[config.mk]
export PLATFORM = sky130hd
export DESIGN_NAME = dmr_queue
export DESIGN_NICKNAME = d
export VERILOG_FILES = /design/src/sv/assert_macros.svh /design/src/sv/dmr_pkg.sv /design/src/sv/dmr_queue.sv
export SDC_FILE = /design/constraint.sdc
export NUM_CORES = 1
export LEC_CHECK = 0
export ABC_AREA = 1
export ABC_CLOCK_PERIOD_IN_PS = 2200
export BUFFER_PORTS_ARGS = -buffer_cell sky130_fd_sc_hd__buf_4
export CORE_MARGIN = 2
export CORE_UTILIZATION = 38
export DETAILED_ROUTE_END_ITERATION = 6
export SKIP_LAST_GASP = 1
export SLEW_MARGIN = 20
export SYNTH_ARGS = -nofsm -noshare
export SYNTH_HDL_FRONTEND = slang
export SYNTH_SLANG_ARGS = --single-unit
[constraint.sdc]
create_clock -name clk -period 2.2 [get_ports clk]
set_clock_uncertainty 0.1 [all_clocks]
set_input_delay 0.22 -clock clk [delete_from_list [all_inputs] [get_ports clk]]
set_output_delay 0.22 -clock clk [all_outputs]
set_load 0.05 [all_outputs]
[src/sv/assert_macros.svh]
// assertion helpers used by the rtl top level
`ifndef ASSERT_MACROS_SVH
`define ASSERT_MACROS_SVH

// combinational condition checked at every edge outside reset
`define ASSERT_ALWAYS(name, clk, rst_n, cond, msg) \
	name: assert property (@(posedge clk) disable iff (!rst_n) (cond)) else $error(msg);

// same-cycle implication
`define ASSERT_IMPLIES(name, clk, rst_n, ante, cons, msg) \
	name: assert property (@(posedge clk) disable iff (!rst_n) (ante) |-> (cons)) \
		else $error(msg);

`endif

[src/sv/dmr_pkg.sv]
`default_nettype none

package dmr_pkg;

	localparam int QUEUE_DEPTH  = 4096;
	localparam int MAX_CHANNELS = 8;
	localparam int CHAN_FIELDS  = 8;

	localparam int ADDR_W   = $clog2(QUEUE_DEPTH);
	localparam int COUNT_W  = 13;
	localparam int SAMPLE_W = 16;
	localparam int CNT_W    = 4;
	localparam int REQ_W    = 2;

	// sum of up to eight 16-bit samples, and its magnitude
	localparam int SUM_W = SAMPLE_W + $clog2(CHAN_FIELDS);
	localparam int MAG_W = SUM_W;

	// divide by channel count as multiply by ceil(2^SHIFT / count)
	localparam int RECIP_SHIFT = MAG_W + 1;
	localparam int RECIP_W     = RECIP_SHIFT + 1;
	localparam int PROD_W      = MAG_W + RECIP_W;

	localparam int QUEUE_SLOTS = 2;
	localparam int SLOT_W      = $clog2(QUEUE_SLOTS);

	localparam logic [REQ_W-1:0] REQ_WRITE = 2'd0;
	localparam logic [REQ_W-1:0] REQ_READ  = 2'd1;
	localparam logic [REQ_W-1:0] REQ_CLEAR = 2'd2;

	typedef enum logic [1:0] {
		OP_WRITE,
		OP_READ,
		OP_CLEAR,
		OP_REJECT
	} op_t;

	typedef struct packed {
		op_t              op;
		logic             neg;
		logic [MAG_W-1:0] mag;
		logic [CNT_W-1:0] chans;
	} cmd_t;

	function automatic logic [RECIP_W-1:0] recip(input logic [CNT_W-1:0] c);
		logic [RECIP_W-1:0] r;
		case (c)
			4'd1:    r = RECIP_W'((64'd1 << RECIP_SHIFT) / 1);
			4'd2:    r = RECIP_W'(((64'd1 << RECIP_SHIFT) + 1) / 2);
			4'd3:    r = RECIP_W'(((64'd1 << RECIP_SHIFT) + 2) / 3);
			4'd4:    r = RECIP_W'(((64'd1 << RECIP_SHIFT) + 3) / 4);
			4'd5:    r = RECIP_W'(((64'd1 << RECIP_SHIFT) + 4) / 5);
			4'd6:    r = RECIP_W'(((64'd1 << RECIP_SHIFT) + 5) / 6);
			4'd7:    r = RECIP_W'(((64'd1 << RECIP_SHIFT) + 6) / 7);
			4'd8:    r = RECIP_W'(((64'd1 << RECIP_SHIFT) + 7) / 8);
			default: r = '0;
		endcase
		return r;
	endfunction

	function automatic logic [ADDR_W-1:0] ring_next(input logic [ADDR_W-1:0] idx);
		return (idx == ADDR_W'(QUEUE_DEPTH - 1)) ? '0 : idx + 1'b1;
	endfunction

endpackage

`default_nettype wire

[src/sv/dmr_queue.sv]
`default_nettype none

module dmr_queue import dmr_pkg::*; (
	input  wire logic clk,
	input  wire logic arst_n,
	input  wire cmd_t in_cmd,
	input  wire logic in_valid,
	output logic      in_ready,
	output cmd_t      out_cmd,
	output logic      out_valid,
	input  wire logic out_ready
);

	cmd_t              slot_q [QUEUE_SLOTS];
	logic [SLOT_W-1:0] wr_ptr_q;
	logic [SLOT_W-1:0] rd_ptr_q;
	logic [SLOT_W:0]   used_q;
	logic              push;
	logic              pop;

	assign in_ready  = (used_q != (SLOT_W + 1)'(QUEUE_SLOTS));
	assign out_valid = (used_q != '0);
	assign out_cmd   = slot_q[rd_ptr_q];
	assign push      = in_valid && in_ready;
	assign pop       = out_valid && out_ready;

	always_ff @(posedge clk) begin
		if (push) begin
			slot_q[wr_ptr_q] <= in_cmd;
		end
	end

	always_ff @(posedge clk or negedge arst_n) begin
		if (!arst_n) begin
			wr_ptr_q <= '0;
			rd_ptr_q <= '0;
			used_q   <= '0;
		end else begin
			if (push) begin
				wr_ptr_q <= (wr_ptr_q == SLOT_W'(QUEUE_SLOTS - 1)) ? '0 : wr_ptr_q + 1'b1;
			end
			if (pop) begin
				rd_ptr_q <= (rd_ptr_q == SLOT_W'(QUEUE_SLOTS - 1)) ? '0 : rd_ptr_q + 1'b1;
			end
			case ({push, pop})
				2'b10:   used_q <= used_q + 1'b1;
				2'b01:   used_q <= used_q - 1'b1;
				default: used_q <= used_q;
			endcase
		end
	end

endmodule

`default_nettype wire

==> flow_metrics.tcl <==
set metrics [dict create \
    drive_gt1_share_pct 29.18 \
    postCtsSetupBuffers 0 \
    synth_nets 196 \
    dp.cells 294 \
    startpoint "rd_ptr_q" \
    place.gp.congestion 0.7565 \
    antenna_found_initial 0 \
    r2r-end "used_q[1]" \
    p_seq_share_pct 36.1 \
    timing.fmax_mhz 564.2 \
    leakagePower_uw 0.001306 \
    synth_seq_cells 56 \
    synth_warnings 0 \
    rrSetupSlack_ns 0.71 \
    clk-insertion-delay-late_ns 0.30 \
    end_kind "output pin" \
    critPathMaxFanout 11 \
    report.final.slew_viol_count 0 \
    grt_pass1_wl_um 6589 \
    cts.sinks 56 \
    fin_area_um2 3014 \
    holdBufCountCts 27 \
    placed_cell_area_um2 2660 \
    ys_types 17 \
    pwr-share-clk_pct 12.6 \
    dieArea_um2 6278 \
    p_int_uw 2301 \
    syn_avg_cell_area_um2 13.04 \
    drt_wl_total_um 4097 \
    cts_made_buffers 5 \
    drt-initial-drc-count 57 \
    startpoint_type "register" \
    rr_worst_depth 9 \
    tightest_slew_ns 0.3494 \
    syn_area_um2 2151 \
    final_cell_mix "nand2_1, buf_4, edfxtp_1" \
    fin_setup_tns_ns 0 \
    min_path_cells 3 \
    clkSlewWorstSetupHoldPaths_ns 0.09 \
    rsz0062_at_grt "false" \
    seq_area_frac_synth_pct 77.25 \
    grt_pass1_vias 1437 \
    fin_crit_ns 1.772 \
    whs_ns 0.05726 \
    hold_class "in2reg" \
    portBuffers 57 \
    whs_endpoint "rd_ptr_q" \
    cts_root_buffer "clkbuf_8" \
    routedWlPerCell_um 12.45 \
    fin_cells 329 \
    slew_headroom_pct 76.70 \
    core_area_um2 5473 \
    pwr-share-comb_pct 51.3 \
    grt_usage_pct 14.07 \
    fin_ws_ns 0.4275 \
    r2r-start "used_q[1]" \
    clock_path_buffers 2 \
    hold_viol_final 0 \
    die_w_um 79.24 \
    vias_per_cell 4.304 \
    nets 287 \
    required_ns 1.88 \
    hp-start "out_ready" \
    drt-pass1-iter-count 4 \
    io_pins 58 \
    overflow 0 \
    power-per-cell-area_nw_per_um2 1427 \
    maxCapViolCount 0 \
    critical_path_arrival_ns 1.45 \
    pre_cts_ws_ns 0.7159 \
    hpwlAfterDp_um 2606 \
    drc_errors 0 \
    drtAntennaViolNets 0 \
    period_share_pct 80.57 \
    row_count 27 \
    status "finished clean" \
    mostFrequentLayoutCell "nand2_1" \
    antenna_cells 0 \
    postSynthCellCount 165 \
    initial_core_util_pct 39.30 \
    area_growth_pct 40.14 \
    setup_viol 0 \
    die_y_um 79.24 \
    ir_drop_mv 0.8242 \
    htree_levels 2 \
    sw_frac_of_total_pct 46.51 \
    cts_tree "done" \
    worst-setup-path-type "reg2out" \
    cts_resized 0 \
    p_sw_uw 2001 \
    grt_max_degree 28 \
    vias 1416 \
]
-- synth_stat cells --
cell | instances | share of area [%]
nand2_1 | 85 | 15
edfxtp_1 | 52 | 73
inv_1 | 5 | 0.87
dfrtp_1 | 4 | 4.7
buf_6 | 3 | 1.6
buf_4 | 2 | 0.70
nand2_4 | 2 | 1.0
nand3_1 | 2 | 0.47
nor2_1 | 2 | 0.35
a21oi_1 | 1 | 0.23
ha_1 | 1 | 0.58
inv_2 | 1 | 0.17
inv_6 | 1 | 0.41
nand2_2 | 1 | 0.29
nand4_1 | 1 | 0.29
nor2_4 | 1 | 0.52
xnor2_1 | 1 | 0.41
-- critical path, stage by stage, from the launching register on --
cell and delay [ns]:
dfrtp_1 0.54, buf_4 0.25, nand2_1 0.07, nand2_1 0.09, buf_4 0.20
-- power groups by stage --
stage	logic (uW)	registers, uW	clock network, uW
3_5_place_dp	2200	1580	0
6_report	2210	1550	540
2_1_floorplan	1620	1550	0
3_3_place_gp	2190	1580	0
4_1_cts	2240	1560	559
5_1_grt	2370	1580	604
-- per-stage QoR --
stage / util, % / power [uW]
finish: 55.08 / 4302
CTS: 55.08 / 4357
floorplan: - / 3161
global route: 55.08 / 4550
detailed placement: 48.61 / 3781
global placement: 48.61 / 3760
-- flip-flops by register name, indices dropped and copies added (netlist names) --
register,count
wr_ptr_q,1
used_q,2
slot_q,52
rd_ptr_q,1
-- layer usage --
| metal | share of wire, % | GRT usage, % |
|---|---|---|
| met1 | 42 | 16.20 |
| met2 | 51 | 24.58 |
| met3 | 5.2 | 3.977 |
| met4 | 1.9 | 5.862 |
| met5 | 0 | 0 |
-- final cells by class --
type / count / area [um^2]
tap: 72 / 90.09
sequential: 56 / 1662
fill: 499 / 2459
clock buffer: 6 / 72.57
timing repair buffer: 89 / 735.7
inverter: 7 / 31.28
clock inverter: 2 / 11.26
multi-input combinational: 97 / 411.6
-- worst max path at each step --
stage | slack (ns) | end | cells after the start
2_1_floorplan | 0.32 | slot_q[0][0] | 4
3_3_place_gp | 0.74 | out_cmd[7] | 4
3_5_place_dp | 0.72 | used_q[1] | 9
4_1_cts | 0.39 | out_cmd[7] | 4
5_1_grt | 0.28 | out_cmd[15] | 4
6_report | 0.43 | out_cmd[7] | 4
-- kinds of logic (layout without fill, tap and decap cells) --
kind of cell               Yosys count  in the layout  synth area share (%)
AOI/OAI and AO/OA                    1              1                0.2325
buffers and inverters               12            104                 3.723
and+or+nand+nor                     94             94                 17.80
xor gates and xnor gates             1              1                0.4073
adders and majority gates            1              1                0.5816
DFF                                 56             56                 77.25
Note: power is estimated with default switching activity, not from simulation.
