$ cat config.mk
export PLATFORM = sky130hd
export DESIGN_NAME = dmr_front_flat
export DESIGN_NICKNAME = d
export VERILOG_FILES = /design/src/sv/assert_macros.svh /design/src/sv/dmr_pkg.sv /design/src/sv/dmr_if.sv /design/src/sv/dmr_front.sv /design/src/flat_wrapper.sv
export SDC_FILE = /design/constraint.sdc
export NUM_CORES = 1
export LEC_CHECK = 0
export ABC_AREA = 0
export ABC_CLOCK_PERIOD_IN_PS = 44400
export BUFFER_PORTS_ARGS = -buffer_cell sky130_fd_sc_hd__buf_2
export CORE_MARGIN = 3
export CORE_UTILIZATION = 40
export DETAILED_ROUTE_END_ITERATION = 8
export GPL_TIMING_DRIVEN = 0
export PLACE_DENSITY = 0.65
export SLEW_MARGIN = 20
export SYNTH_ARGS = -nofsm -noshare
export SYNTH_HDL_FRONTEND = slang
export SYNTH_SLANG_ARGS = --single-unit
$ cat constraint.sdc
create_clock -name vclk -period 44.4
set_input_delay 6.66 -clock vclk [all_inputs]
set_output_delay 6.66 -clock vclk [all_outputs]
set_load 0.02 [all_outputs]
$ cat src/sv/assert_macros.svh
// assertion helpers used by the rtl top level
`ifndef ASSERT_MACROS_SVH
`define ASSERT_MACROS_SVH

// combinational condition checked at every edge outside reset
`define ASSERT_ALWAYS(name, clk, rst_n, cond, msg) \
	name: assert property (@(posedge clk) disable iff (!rst_n) (cond)) else $error(msg);

// same-cycle implication
`define ASSERT_IMPLIES(name, clk, rst_n, ante, cons, msg) \
	name: assert property (@(posedge clk) disable iff (!rst_n) (ante) |-> (cons)) \
		else $error(msg);

`endif

$ cat src/sv/dmr_pkg.sv
`default_nettype none

package dmr_pkg;

	localparam int QUEUE_DEPTH  = 4096;
	localparam int MAX_CHANNELS = 8;
	localparam int CHAN_FIELDS  = 8;

	localparam int ADDR_W   = $clog2(QUEUE_DEPTH);
	localparam int COUNT_W  = 13;
	localparam int SAMPLE_W = 16;
	localparam int CNT_W    = 4;
	localparam int REQ_W    = 2;

	// sum of up to eight 16-bit samples, and its magnitude
	localparam int SUM_W = SAMPLE_W + $clog2(CHAN_FIELDS);
	localparam int MAG_W = SUM_W;

	// divide by channel count as multiply by ceil(2^SHIFT / count)
	localparam int RECIP_SHIFT = MAG_W + 1;
	localparam int RECIP_W     = RECIP_SHIFT + 1;
	localparam int PROD_W      = MAG_W + RECIP_W;

	localparam int QUEUE_SLOTS = 2;
	localparam int SLOT_W      = $clog2(QUEUE_SLOTS);

	localparam logic [REQ_W-1:0] REQ_WRITE = 2'd0;
	localparam logic [REQ_W-1:0] REQ_READ  = 2'd1;
	localparam logic [REQ_W-1:0] REQ_CLEAR = 2'd2;

	typedef enum logic [1:0] {
		OP_WRITE,
		OP_READ,
		OP_CLEAR,
		OP_REJECT
	} op_t;

	typedef struct packed {
		op_t              op;
		logic             neg;
		logic [MAG_W-1:0] mag;
		logic [CNT_W-1:0] chans;
	} cmd_t;

	function automatic logic [RECIP_W-1:0] recip(input logic [CNT_W-1:0] c);
		logic [RECIP_W-1:0] r;
		case (c)
			4'd1:    r = RECIP_W'((64'd1 << RECIP_SHIFT) / 1);
			4'd2:    r = RECIP_W'(((64'd1 << RECIP_SHIFT) + 1) / 2);
			4'd3:    r = RECIP_W'(((64'd1 << RECIP_SHIFT) + 2) / 3);
			4'd4:    r = RECIP_W'(((64'd1 << RECIP_SHIFT) + 3) / 4);
			4'd5:    r = RECIP_W'(((64'd1 << RECIP_SHIFT) + 4) / 5);
			4'd6:    r = RECIP_W'(((64'd1 << RECIP_SHIFT) + 5) / 6);
			4'd7:    r = RECIP_W'(((64'd1 << RECIP_SHIFT) + 6) / 7);
			4'd8:    r = RECIP_W'(((64'd1 << RECIP_SHIFT) + 7) / 8);
			default: r = '0;
		endcase
		return r;
	endfunction

	function automatic logic [ADDR_W-1:0] ring_next(input logic [ADDR_W-1:0] idx);
		return (idx == ADDR_W'(QUEUE_DEPTH - 1)) ? '0 : idx + 1'b1;
	endfunction

endpackage

`default_nettype wire

$ cat src/sv/dmr_if.sv
`default_nettype none

interface dmr_req_if;
	import dmr_pkg::*;

	logic                       valid;
	logic                       ready;
	logic [REQ_W-1:0]           req_type;
	logic [CNT_W-1:0]           channel_count;
	logic signed [SAMPLE_W-1:0] chan0;
	logic signed [SAMPLE_W-1:0] chan1;
	logic signed [SAMPLE_W-1:0] chan2;
	logic signed [SAMPLE_W-1:0] chan3;
	logic signed [SAMPLE_W-1:0] chan4;
	logic signed [SAMPLE_W-1:0] chan5;
	logic signed [SAMPLE_W-1:0] chan6;
	logic signed [SAMPLE_W-1:0] chan7;

	modport source (
		output valid, req_type, channel_count,
		output chan0, chan1, chan2, chan3, chan4, chan5, chan6, chan7,
		input  ready
	);
	modport sink (
		input  valid, req_type, channel_count,
		input  chan0, chan1, chan2, chan3, chan4, chan5, chan6, chan7,
		output ready
	);
endinterface


`default_nettype wire

$ cat src/sv/dmr_front.sv
`default_nettype none

module dmr_front import dmr_pkg::*; (
	dmr_req_if.sink    req,
	output cmd_t       cmd,
	output logic       cmd_valid,
	input  wire logic  cmd_ready
);

	logic signed [SAMPLE_W-1:0] chans [CHAN_FIELDS];
	logic signed [SUM_W-1:0]    sum;
	logic                       count_ok;

	assign chans[0] = req.chan0;
	assign chans[1] = req.chan1;
	assign chans[2] = req.chan2;
	assign chans[3] = req.chan3;
	assign chans[4] = req.chan4;
	assign chans[5] = req.chan5;
	assign chans[6] = req.chan6;
	assign chans[7] = req.chan7;

	assign count_ok = (req.channel_count != '0) &&
		(req.channel_count <= CNT_W'(MAX_CHANNELS));

	// channels at or above the count add nothing
	always_comb begin
		sum = '0;
		for (int i = 0; i < CHAN_FIELDS; i++) begin
			if (i < int'(req.channel_count)) begin
				sum = sum + SUM_W'(chans[i]);
			end
		end
	end

	always_comb begin
		cmd.neg   = sum[SUM_W-1];
		cmd.mag   = sum[SUM_W-1] ? MAG_W'(-sum) : MAG_W'(sum);
		cmd.chans = req.channel_count;
		unique case (req.req_type)
			REQ_WRITE: cmd.op = count_ok ? OP_WRITE : OP_REJECT;
			REQ_READ:  cmd.op = OP_READ;
			REQ_CLEAR: cmd.op = OP_CLEAR;
			default:   cmd.op = OP_REJECT;
		endcase
	end

	assign cmd_valid = req.valid;
	assign req.ready = cmd_ready;

endmodule

`default_nettype wire

$ cat src/flat_wrapper.sv
// flat-port wrapper written by rule: the top's interface ports become plain ports
module dmr_front_flat import dmr_pkg::*;
  (cmd, cmd_valid, cmd_ready, req_valid, req_req_type, req_channel_count, req_chan0, req_chan1, req_chan2, req_chan3, req_chan4, req_chan5, req_chan6, req_chan7, req_ready);
  dmr_req_if req_i ();
  output cmd_t cmd;
  output logic cmd_valid;
  input  wire logic cmd_ready;
  input wire logic [$bits(req_i.valid)-1:0] req_valid;
  input wire logic [$bits(req_i.req_type)-1:0] req_req_type;
  input wire logic [$bits(req_i.channel_count)-1:0] req_channel_count;
  input wire logic [$bits(req_i.chan0)-1:0] req_chan0;
  input wire logic [$bits(req_i.chan1)-1:0] req_chan1;
  input wire logic [$bits(req_i.chan2)-1:0] req_chan2;
  input wire logic [$bits(req_i.chan3)-1:0] req_chan3;
  input wire logic [$bits(req_i.chan4)-1:0] req_chan4;
  input wire logic [$bits(req_i.chan5)-1:0] req_chan5;
  input wire logic [$bits(req_i.chan6)-1:0] req_chan6;
  input wire logic [$bits(req_i.chan7)-1:0] req_chan7;
  output wire logic [$bits(req_i.ready)-1:0] req_ready;
  assign req_i.valid = req_valid;
  assign req_i.req_type = req_req_type;
  assign req_i.channel_count = req_channel_count;
  assign req_i.chan0 = req_chan0;
  assign req_i.chan1 = req_chan1;
  assign req_i.chan2 = req_chan2;
  assign req_i.chan3 = req_chan3;
  assign req_i.chan4 = req_chan4;
  assign req_i.chan5 = req_chan5;
  assign req_i.chan6 = req_chan6;
  assign req_i.chan7 = req_chan7;
  assign req_ready = req_i.ready;
  dmr_front u_core (.req(req_i), .cmd(cmd), .cmd_valid(cmd_valid), .cmd_ready(cmd_ready));
endmodule
==> flow_summary.yaml <==
critical_path:
  worst-path-buf-inv: 7
  slowest_delay_ns: 0.52
  end_kind: "output port"
  worst-path-max-fanout: 10
  critPathLaunch: "req_channel_count[3]"
  crit_slowest_cell: "xnor3_2"
  worstSetupStartpointType: "primary input"
  path_delay_family: "compound AO/OA/AOI/OAI gates"
  path_class: "primary input to output port"
  worstPathRequired_ns: 37.74
  worstSetupEndpoint: "cmd[12]"
  crit_cells: 61
  arrival_ns: 19.41
detailed_routing:
  drt_wl_total_um: 32500
  wl_per_cell_um: 18.2
  dr.pass1.iters: 7
  drtIter0Drc: 739
  drc: 0
  num_vias: 10800
  via_per_inst: 6.05
  ant_nets: 0
global_routing:
  grt_overflow: 0
  grt_usage: 0.248
  grt_pass1_wl_um: 50100
  grt_pass1_vias: 9894
  gr-usage-met1: 0.357
  grt_max_degree: 11
  top_usage_layer: "met2"
  grt_use_met2: 0.411
  grtUsageMet3: 0.0206
  antenna_found_initial: 0
logic_synthesis:
  netlist.top_cell.by_area: "ha_1"
  netlist.area_leader.share: 0.178
  netlist_area_mm2: 0.00916
  synth_area_leaders: "ha_1 18%, nand2_1 6.0%, nor2_1 5.7%"
  ys.warnings.count: 0
  yosysMostFrequentCell: "nand2_1"
  ys_types: 102
  avgSynthCellArea_um2: 6.82
  syn-num-nets: 1617
  synth_common_cells: "147 x nand2_1, 139 x nor2_1, 130 x ha_1"
  netlist_instances: 1344
  yosysSeqAreaShare: 0
floorplan:
  die_y_um: 157
  pin_count: 164
  fp.dieW_um: 157
  initial_core_util: 0.413
  dieArea_mm2: 0.0248
  rows: 54
  design.core.area_mm2: 0.0222
job:
  drv_cap: 0
place:
  port_buffers: 160
  placed_cells: 1784
  dp_hpwl_um: 27800
  place.gp.congestion: 0.933
timing:
  rsz0062_at_grt: "no"
  fmax_mhz: 38.4
  hold_violations: 0
  hold-worst-slack_ns: 13.54
  period_needed_ns: 26.07
  tns_ns: 0
  relSlewSlack: 0.276
  tightestPinTransition_ns: 1.08
  fin_crit_sh: 0.587
  slew_violations: 0
  finalSetupViolations: 0
worst_hold_path:
  hp-class: "primary input to output port"
clock_network:
  cts-resized-gates: 0
  holdBufCountCts: 0
  post_cts.repair.setup_buffers: 0
finish:
  drive_gt1_frac: 0.156
  flops_and_latches: 0
  antenna-diode-count: 0
  clkbuf_count: 0
  register_area_um2: 0
  nets: 1779
  area_growth_pct: 12.6
  stdcell_count: 1784
run_status:
  status: "complete, no violations"
## worst min-delay path by stage
| stage | startpoint | end | slack (ns) | depth (start not counted) |
|---|---|---|---|---|
| after CTS | req_valid | cmd_valid | 13.54 | 2 |
| final | req_valid | cmd_valid | 13.54 | 2 |
| after global placement | cmd_ready | req_ready | 13.54 | 2 |
| after floorplan | req_channel_count[0] | cmd[0] | 13.43 | 1 |
| after detailed placement | req_valid | cmd_valid | 13.54 | 2 |
| after global routing | req_valid | cmd_valid | 13.55 | 2 |
## per-stage QoR
step | utilization | worst slack [ns] | area [um^2]
floorplan | - | 20.26 | 9160
global placement | 0.465 | 18.57 | 10300
detailed placement | 0.465 | 18.48 | 10300
CTS | 0.465 | 18.44 | 10300
global route | 0.465 | 17.28 | 10300
finish | 0.465 | 18.33 | 10300
## kinds of logic after synthesis
logic type                 synth area share
AOI/OAI and AO/OA                     0.357
xor gates and xnor gates              0.105
adders and majority gates             0.195
buffers and inverters                0.0507
muxes                                0.0298
and+or+nand+nor                       0.262
## cell usage in the layout, fill, tap and decap left out, types with 31 or more instances in the layout
master and count:
clkbuf_1 31, nand2_1 147, ha_1 130, buf_2 168, xnor2_1 50, xor2_1 55, nor2_1 139, o21ai_0 94
a21o_1 36, nor3_1 32, nand3_1 39, a21oi_1 86, inv_1 51
## cell type report
| class | count | area [um^2] |
|---|---|---|
| inverter | 52 | 195 |
| timing repair buffer | 160 | 801 |
| buffer | 57 | 269 |
| tap | 280 | 350 |
| fill | 2387 | 11800 |
| multi-input combinational | 1235 | 8700 |
## routing by layer
layer | part of all wire | wire length, um | vias up
met5 | 0 | 0 | -
met4 | 0.018 | 594 | 0
met3 | 0.066 | 2130 | 39
met2 | 0.44 | 14400 | 386
met1 | 0.47 | 15300 | 4986
li1 | - | - | 5383
Power is not shown: default switching activity piles up to over one toggle a cycle in this logic, so the estimate is an artifact.
